File: config.mk
export PLATFORM = sky130hd
export DESIGN_NAME = char_lcd_4bit_interface
export DESIGN_NICKNAME = d
export VERILOG_FILES = /design/src/hw/rtl/clcd_pkg.sv /design/src/hw/rtl/clcd_seq.sv /design/src/hw/rtl/char_lcd_4bit_interface.sv
export SDC_FILE = /design/constraint.sdc
export NUM_CORES = 1
export LEC_CHECK = 0
export CORE_MARGIN = 2
export CORE_UTILIZATION = 30
export DETAILED_ROUTE_END_ITERATION = 8
export DONT_BUFFER_PORTS = 1
export GPL_TIMING_DRIVEN = 1
export HOLD_SLACK_MARGIN = 0.15
export PLACE_DENSITY = 0.53
export SLEW_MARGIN = 20
export SYNTH_ARGS = -nofsm -noshare
export SYNTH_HDL_FRONTEND = slang
export SYNTH_SLANG_ARGS = --single-unit
export TNS_END_PERCENT = 100
File: constraint.sdc
create_clock -name aclk -period 6.2 [get_ports aclk]
set_clock_uncertainty 0.2 [all_clocks]
set_input_delay 1.24 -clock aclk [delete_from_list [all_inputs] [get_ports aclk]]
set_output_delay 1.24 -clock aclk [all_outputs]
set_load 0.005 [all_outputs]
File: src/hw/rtl/clcd_pkg.sv
// Types and constants for the 4-bit character LCD controller.
// Shared by the sequencer core, the top level and the testbench; no dependencies.
`timescale 1ns / 1ps

package clcd_pkg;

    localparam logic [2:0] KIND_TICK   = 3'd0;
    localparam logic [2:0] KIND_CMD    = 3'd1;
    localparam logic [2:0] KIND_DATA   = 3'd2;
    localparam logic [2:0] KIND_CURSOR = 3'd3;
    localparam logic [2:0] KIND_CLEAR  = 3'd4;
    localparam logic [2:0] KIND_INIT   = 3'd5;

    localparam logic [7:0] CMD_FUNC_SET   = 8'h28;
    localparam logic [7:0] CMD_DISP_OFF   = 8'h08;
    localparam logic [7:0] CMD_CLEAR      = 8'h01;
    localparam logic [7:0] CMD_ENTRY_MODE = 8'h06;
    localparam logic [7:0] CMD_DISP_ON    = 8'h0C;
    localparam logic [7:0] CMD_SET_DDRAM  = 8'h80;
    localparam logic [6:0] ROW1_BASE      = 7'h40;

    localparam logic [3:0] NIB_WAKE = 4'h3;
    localparam logic [3:0] NIB_FUNC = 4'h2;

    localparam logic [15:0] WAIT_STROBE     = 16'd1;
    localparam logic [15:0] WAIT_NIB_GAP    = 16'd50;
    localparam logic [15:0] WAIT_WAKE_FIRST = 16'd4550;
    localparam logic [15:0] WAIT_WAKE_NEXT  = 16'd200;
    localparam logic [15:0] WAIT_BYTE_END   = 16'd100;
    localparam logic [15:0] WAIT_INIT_END   = 16'd150;
    localparam logic [15:0] WAIT_CLEAR_END  = 16'd2100;

    typedef enum logic [4:0] {
        ST_IDLE      = 5'd0,
        ST_POWER     = 5'd1,
        ST_WAKE0_E   = 5'd2,
        ST_WAKE0_W   = 5'd3,
        ST_WAKE1_E   = 5'd4,
        ST_WAKE1_W   = 5'd5,
        ST_WAKE2_E   = 5'd6,
        ST_WAKE2_W   = 5'd7,
        ST_FUNC_E    = 5'd8,
        ST_FUNC_W    = 5'd9,
        ST_BYTE_HI_E = 5'd10,
        ST_BYTE_HI_W = 5'd11,
        ST_BYTE_LO_E = 5'd12,
        ST_BYTE_LO_W = 5'd13,
        ST_INIT_HI_E = 5'd14,
        ST_INIT_HI_W = 5'd15,
        ST_INIT_LO_E = 5'd16,
        ST_INIT_LO_W = 5'd17,
        ST_CLR_HI_E  = 5'd18,
        ST_CLR_HI_W  = 5'd19,
        ST_CLR_LO_E  = 5'd20,
        ST_CLR_LO_W  = 5'd21
    } step_t;

    typedef struct packed {
        logic [2:0] kind;
        logic [7:0] byte_value;
        logic       row;
        logic [5:0] column;
    } item_t;

    typedef struct packed {
        logic [3:0] data_nibble;
        logic       reg_select;
        logic       enable;
        logic       busy_res;
        logic       accepted;
    } result_t;

endpackage

File: src/hw/rtl/clcd_seq.sv
// Step sequencer core: prescaler, microsecond wait counter, step register and pin levels.
// Processes one transaction per strobe and presents its result combinationally; uses clcd_pkg.
`timescale 1ns / 1ps

module clcd_seq (
    input  logic               aclk,
    input  logic               aresetn,
    input  logic               item_go,
    input  clcd_pkg::item_t    item,
    input  logic [7:0]         ticks_per_us,
    input  logic [15:0]        powerup_us,
    output clcd_pkg::result_t  res
);
    import clcd_pkg::*;

    step_t       step_reg, step_next, target;
    logic [15:0] wait_reg, wait_next, wait_enter;
    logic [7:0]  presc_reg, presc_next;
    logic [7:0]  pend_reg, pend_next;
    logic [3:0]  nib_reg, nib_next, nib_enter;
    logic        rs_reg, rs_next, rs_enter, rs_base;
    logic        e_reg, e_next, e_enter;
    logic        enter;
    logic        idle, tick_evt, req, us_done, expire;
    logic [7:0]  limit;
    logic [8:0]  presc_inc;
    logic [6:0]  cursor_addr;

    assign idle        = (step_reg == ST_IDLE);
    assign limit       = (ticks_per_us == 8'd0) ? 8'd1 : ticks_per_us;
    assign presc_inc   = {1'b0, presc_reg} + 9'd1;
    assign us_done     = (presc_inc >= {1'b0, limit});
    assign tick_evt    = item_go && (item.kind == KIND_TICK) && !idle;
    assign expire      = tick_evt && us_done && (wait_reg <= 16'd1);
    assign req         = item_go && idle && (item.kind >= KIND_CMD) && (item.kind <= KIND_INIT);
    assign cursor_addr = (item.row ? ROW1_BASE : 7'h00) + {1'b0, item.column};

    // next step selection
    always_comb begin
        target    = step_reg;
        enter     = 1'b0;
        pend_next = pend_reg;
        rs_base   = rs_reg;
        if (req) begin
            enter = 1'b1;
            case (item.kind) inside
                KIND_CMD, KIND_DATA: begin
                    pend_next = item.byte_value;
                    rs_base   = (item.kind == KIND_DATA);
                    target    = ST_BYTE_HI_E;
                end
                KIND_CURSOR: begin
                    pend_next = CMD_SET_DDRAM | {1'b0, cursor_addr};
                    rs_base   = 1'b0;
                    target    = ST_BYTE_HI_E;
                end
                KIND_CLEAR: begin
                    pend_next = CMD_CLEAR;
                    rs_base   = 1'b0;
                    target    = ST_CLR_HI_E;
                end
                default: begin
                    target = ST_POWER;
                end
            endcase
        end else if (expire) begin
            enter = 1'b1;
            unique case (step_reg) inside
                ST_POWER, ST_WAKE0_E, ST_WAKE0_W, ST_WAKE1_E, ST_WAKE1_W,
                ST_WAKE2_E, ST_WAKE2_W, ST_FUNC_E,
                ST_BYTE_HI_E, ST_BYTE_HI_W, ST_BYTE_LO_E,
                ST_INIT_HI_E, ST_INIT_HI_W, ST_INIT_LO_E,
                ST_CLR_HI_E, ST_CLR_HI_W, ST_CLR_LO_E: begin
                    target = step_t'(step_reg + 5'd1);
                end
                ST_FUNC_W: begin
                    pend_next = CMD_FUNC_SET;
                    target    = ST_INIT_HI_E;
                end
                ST_INIT_LO_W: begin
                    target = ST_INIT_HI_E;
                    case (pend_reg)
                        CMD_FUNC_SET:   pend_next = CMD_DISP_OFF;
                        CMD_DISP_OFF:   pend_next = CMD_CLEAR;
                        CMD_CLEAR:      pend_next = CMD_ENTRY_MODE;
                        CMD_ENTRY_MODE: pend_next = CMD_DISP_ON;
                        default:        target    = ST_IDLE;
                    endcase
                end
                default: begin
                    target = ST_IDLE;
                end
            endcase
        end
    end

    // pin levels and wait time on entering a step
    always_comb begin
        nib_enter  = nib_reg;
        rs_enter   = rs_base;
        e_enter    = 1'b0;
        wait_enter = 16'd0;
        unique case (target) inside
            ST_POWER: begin
                nib_enter  = 4'h0;
                rs_enter   = 1'b0;
                wait_enter = powerup_us;
            end
            ST_WAKE0_E, ST_WAKE1_E, ST_WAKE2_E: begin
                nib_enter  = NIB_WAKE;
                rs_enter   = 1'b0;
                e_enter    = 1'b1;
                wait_enter = WAIT_STROBE;
            end
            ST_FUNC_E: begin
                nib_enter  = NIB_FUNC;
                rs_enter   = 1'b0;
                e_enter    = 1'b1;
                wait_enter = WAIT_STROBE;
            end
            ST_WAKE0_W: begin
                rs_enter   = 1'b0;
                wait_enter = WAIT_WAKE_FIRST;
            end
            ST_WAKE1_W, ST_WAKE2_W, ST_FUNC_W: begin
                rs_enter   = 1'b0;
                wait_enter = WAIT_WAKE_NEXT;
            end
            ST_BYTE_HI_E, ST_INIT_HI_E, ST_CLR_HI_E: begin
                nib_enter  = pend_next[7:4];
                e_enter    = 1'b1;
                wait_enter = WAIT_STROBE;
            end
            ST_BYTE_LO_E, ST_INIT_LO_E, ST_CLR_LO_E: begin
                nib_enter  = pend_next[3:0];
                e_enter    = 1'b1;
                wait_enter = WAIT_STROBE;
            end
            ST_BYTE_HI_W, ST_INIT_HI_W, ST_CLR_HI_W: begin
                wait_enter = WAIT_NIB_GAP;
            end
            ST_BYTE_LO_W: begin
                wait_enter = WAIT_BYTE_END;
            end
            ST_INIT_LO_W: begin
                wait_enter = (pend_next == CMD_CLEAR) ? WAIT_CLEAR_END : WAIT_INIT_END;
            end
            ST_CLR_LO_W: begin
                wait_enter = WAIT_CLEAR_END;
            end
            default: begin
                e_enter = e_reg;
            end
        endcase
    end

    // state update
    always_comb begin
        step_next  = step_reg;
        wait_next  = wait_reg;
        presc_next = presc_reg;
        nib_next   = nib_reg;
        rs_next    = rs_reg;
        e_next     = e_reg;
        if (req) begin
            presc_next = 8'd0;
        end else if (tick_evt) begin
            if (!us_done) begin
                presc_next = presc_inc[7:0];
            end else begin
                presc_next = 8'd0;
                wait_next  = (wait_reg <= 16'd1) ? 16'd0 : wait_reg - 16'd1;
            end
        end
        if (enter) begin
            step_next = target;
            wait_next = wait_enter;
            nib_next  = nib_enter;
            rs_next   = rs_enter;
            e_next    = e_enter;
        end
    end

    always_ff @(posedge aclk) begin
        if (!aresetn) begin
            step_reg  <= ST_IDLE;
            wait_reg  <= 16'd0;
            presc_reg <= 8'd0;
            pend_reg  <= 8'd0;
            nib_reg   <= 4'h0;
            rs_reg    <= 1'b0;
            e_reg     <= 1'b0;
        end else if (item_go) begin
            step_reg  <= step_next;
            wait_reg  <= wait_next;
            presc_reg <= presc_next;
            pend_reg  <= pend_next;
            nib_reg   <= nib_next;
            rs_reg    <= rs_next;
            e_reg     <= e_next;
        end
    end

    assign res.data_nibble = nib_next;
    assign res.reg_select  = rs_next;
    assign res.enable      = e_next;
    assign res.busy_res    = (step_next != ST_IDLE);
    assign res.accepted    = req;

endmodule

File: src/hw/rtl/char_lcd_4bit_interface.sv
// A transaction accepted on the s_ side is held in the input register, processed when it moves on
// to the output register, and its result is then valid on the m_ side.
// Throughput: one transaction per clock unless m_tready stalls; sequencer updates once per item.
// Reset (aresetn low, synchronous): both stages empty, sequencer idle, pins low,
// ticks_per_us back to 1.
// Top level of the 4-bit character LCD controller; uses clcd_pkg and clcd_seq.
`timescale 1ns / 1ps

module char_lcd_4bit_interface #(
    parameter int unsigned POWERUP_WAIT_US = 50000
) (
    input  logic        aclk,
    input  logic        aresetn,
    input  logic        cfg_we,
    input  logic [7:0]  cfg_wdata,   // ticks_per_us
    input  logic        s_tvalid,
    output logic        s_tready,
    input  logic [15:0] s_tdata,     // byte_value[7:0], row[8], column[14:9], zero[15]
    input  logic [2:0]  s_tuser,     // kind[2:0]
    output logic        m_tvalid,
    input  logic        m_tready,
    output logic [7:0]  m_tdata,     // data_nibble[3:0], enable[4], busy_res[5], accepted[6], zero[7]
    output logic        m_tuser      // reg_select[0]
);
    import clcd_pkg::*;

    logic [7:0]  tpu_reg;
    logic        in_valid_reg;
    item_t       in_item_reg;
    logic        out_valid_reg;
    result_t     out_res_reg;
    result_t     seq_res;
    logic        adv;

    assign adv      = in_valid_reg && (!out_valid_reg || m_tready);
    assign s_tready = !in_valid_reg || adv;

    always_ff @(posedge aclk) begin
        if (!aresetn) begin
            tpu_reg <= 8'd1;
        end else if (cfg_we) begin
            tpu_reg <= cfg_wdata;
        end
    end

    always_ff @(posedge aclk) begin
        if (!aresetn) begin
            in_valid_reg <= 1'b0;
        end else if (s_tready) begin
            in_valid_reg <= s_tvalid;
        end
    end

    always_ff @(posedge aclk) begin
        if (s_tvalid && s_tready) begin
            in_item_reg.kind       <= s_tuser;
            in_item_reg.byte_value <= s_tdata[7:0];
            in_item_reg.row        <= s_tdata[8];
            in_item_reg.column     <= s_tdata[14:9];
        end
    end

    clcd_seq u_seq (
        .aclk         (aclk),
        .aresetn      (aresetn),
        .item_go      (adv),
        .item         (in_item_reg),
        .ticks_per_us (tpu_reg),
        .powerup_us   (16'(POWERUP_WAIT_US)),
        .res          (seq_res)
    );

    always_ff @(posedge aclk) begin
        if (!aresetn) begin
            out_valid_reg <= 1'b0;
        end else if (adv) begin
            out_valid_reg <= 1'b1;
        end else if (m_tready) begin
            out_valid_reg <= 1'b0;
        end
    end

    always_ff @(posedge aclk) begin
        if (adv) begin
            out_res_reg <= seq_res;
        end
    end

    assign m_tvalid = out_valid_reg;
    assign m_tdata  = {1'b0, out_res_reg.accepted, out_res_reg.busy_res,
                       out_res_reg.enable, out_res_reg.data_nibble};
    assign m_tuser  = out_res_reg.reg_select;

endmodule

==> flow_summary.yaml <==
global_routing:
  grt_start_max_net_pins: 32
  first_global_vias: 4162
  grt_pass1_wl_microns: 21700
  antenna_found_initial: 0
  grt.total_usage: 0.151
  grt_overflow: 0
cells_and_area:
  largest_reg_flops: 18
  diodes: 0
  final_area_sq_um: 5440
  drive_gt1_frac: 0.0845
  final_core_util: 0.329
  layout_commonest_cell: "nor2_1"
  nFillCells: 1733
  mostFrequentLayoutCells: "nor2_1, dfxtp_1, a21oi_1"
  nets: 611
  layout.cells.non_filler: 788
  area_delta_synth_final_pct: 7.78
critical_path:
  reg2reg_setup_slack_ns: 1.04
  timing.critical_path.fanout_max: 10
  path_class: "flip-flop to flip-flop"
  crit_path_end_kind: "flip-flop"
  start_kind: "flip-flop"
  arrival_ns: 5.05
  r2r-start: "u_seq.presc_reg[0]"
  r2r_end: "m_tdata[3]"
  rr_worst_depth: 14
  required_ns: 6.10
sta:
  setup_slack_ns: 1.04
  fmax_mhz: 194
  setup_viol: 0
  hold_viol: 0
  hold_slack_ns: 0.275
  finalMaxSlewViolations: 0
  rsz0062_at_grt: "false"
  finalSetupTns_ns: 0
  relSlewSlack: 0.309
  fin_crit_ns: 5.16
  layout_worst_path_cycle_share: 0.832
  tightest_slew_ns: 1.04
power_and_ir_drop:
  p_leak_nw: 1.99
  ir_drop_mv: 0.158
  p_total_mw: 1.65
  p_per_area_nw_per_um2: 304
clock_tree:
  cts-root-buf: "clkbuf_16"
  clock_sinks: 79
  clkLatencyLatePin_ns: 0.35
  post_cts_resized: 0
  cts_setup_buffers: 0
  htreeDepth: 3
  numCtsBuffers: 9
  cts.clk_slew.worst_paths_ns: 0.06
  tritoncts: "built"
  cts_max_path_buffers: 2
  cts-hold-fix-buffers: 0
placement:
  dpl_cell_area_sq_um: 5150
  io_buffers: 0
  place_ws_ns: 1.08
  dp_hpwl_microns: 9570
  place_inst: 772
  gp_congestion: 0.860
floorplan:
  die_h_microns: 134
  die_w_microns: 134
  rows: 47
  dieArea_sq_um: 17900
  coreArea_sq_um: 16500
  initial_utilization: 0.306
  io_pins: 43
synth:
  syn-instance-count: 581
  yosysSeqAreaShare: 0.365
  synth_top_area_frac: 0.210
  yosysWarnings: 0
  synth.distinct_cells: 87
  synth_edf_count: 26
  ys.flop_type: "dfxtp_1"
  syn-cell-area_sq_um: 5050
  syn_nets: 629
  synth_seq_cells: 79
  synth_top_area_cell: "dfxtp_1"
  async_flop_share: 0
  synth_area_leaders: "dfxtp_1, edfxtp_1, nor2_1"
  syn_area_per_cell_sq_um: 8.69
run_status:
  status: "finished clean"
routing:
  drc: 0
  ant_nets: 0
  avgRoutedWirePerCell_microns: 16.6
  avgViaCountPerCell: 5.59
  drt_iter0_markers: 408
  drtPass1Iterations: 5
  routed_wirelength_microns: 13100
  vias: 4401
hold_path:
  whs_endpoint: "u_seq.nib_reg[0]"
  holdPathStages: 2
  hold_class: "flip-flop to flip-flop"
  hold_path_startpoint: "u_seq.nib_reg[0]"
flow_run:
  maxCapViolations: 0
-- cells by family (layout without fill, tap and decap cells) --
| group | Yosys count | after routing | synth area share |
|---|---|---|---|
| AND/OR/NAND/NOR | 216 | 216 | 0.232 |
| buffers and inverters | 58 | 45 | 0.0610 |
| flip-flops | 79 | 79 | 0.365 |
| AO/OA/AOI/OAI | 180 | 180 | 0.243 |
| XOR/XNOR | 12 | 12 | 0.0208 |
| other | 1 | 1 | 0.000743 |
| multiplexers | 19 | 19 | 0.0384 |
| adder cells (fa/ha/maj) | 16 | 16 | 0.0396 |
-- how the worst max path moves through the flow --
stage | slack (ns) | end | startpoint | cells after the start
floorplan | 1.92 | m_tdata[2] | u_seq.presc_reg[0] | 15
global placement | 1.14 | m_tdata[0] | u_seq.presc_reg[2] | 15
detailed placement | 1.08 | m_tdata[0] | u_seq.presc_reg[0] | 14
CTS | 1.06 | m_tdata[0] | u_seq.presc_reg[0] | 14
global route | 0.58 | m_tdata[0] | u_seq.presc_reg[0] | 14
finish | 1.04 | m_tdata[3] | u_seq.presc_reg[0] | 14
-- critical path, cell delays in order, from the launching register on --
cell and delay [ns]:
dfxtp_1 0.40, ha_1 0.30, and3_1 0.21, nand3_1 0.14, xnor2_1 0.18, ha_1 0.31
and3_1 0.18, a221oi_1 0.33, o21a_1 0.42, a21oi_1 0.28, o311ai_1 0.67, nor3_1 0.20
or4_1 0.61, nand2_1 0.14, mux2_2 0.34
-- synth_stat cells (5+ instances only) --
cell type,n
nor2_1,68
dfxtp_1,53
a21oi_1,43
o21ai_0,42
nand2_1,37
edfxtp_1,26
inv_1,24
clkbuf_1,19
nand3_1,19
ha_1,16
mux2i_1,16
nor3_1,12
and3_1,10
nor4_1,10
o221ai_1,8
a211oi_1,7
a21o_1,7
xnor2_1,7
a221oi_1,6
a31oi_1,6
clkbuf_8,6
nand2b_1,6
and2_1,5
o211ai_1,5
o21a_1,5
or2_2,5
xor2_1,5
-- metal layers --
metal | global-route usage | wire length, microns | up-vias
met5 | 0 | 0 | -
met4 | 0.0573 | 301 | 0
met3 | 0.0350 | 728 | 22
met2 | 0.242 | 6010 | 128
met1 | 0.199 | 6040 | 2098
li1 | - | - | 2153
-- cell type report --
class	instances	area, sq um	area share
multi-input combinational	444	2910	0.534
sequential	79	1840	0.338
tap	220	275	0.0506
clock buffer	11	233	0.0428
inverter	24	90.1	0.0166
clock inverter	5	58.8	0.0108
timing repair buffer	5	37.5	0.00690
-- power by group --
part           internal, mW  switching, mW
sequential            0.578         0.0425
combinational         0.186          0.322
clock                 0.312          0.215
total                  1.08          0.579
Power figures use the tool's default switching activity.
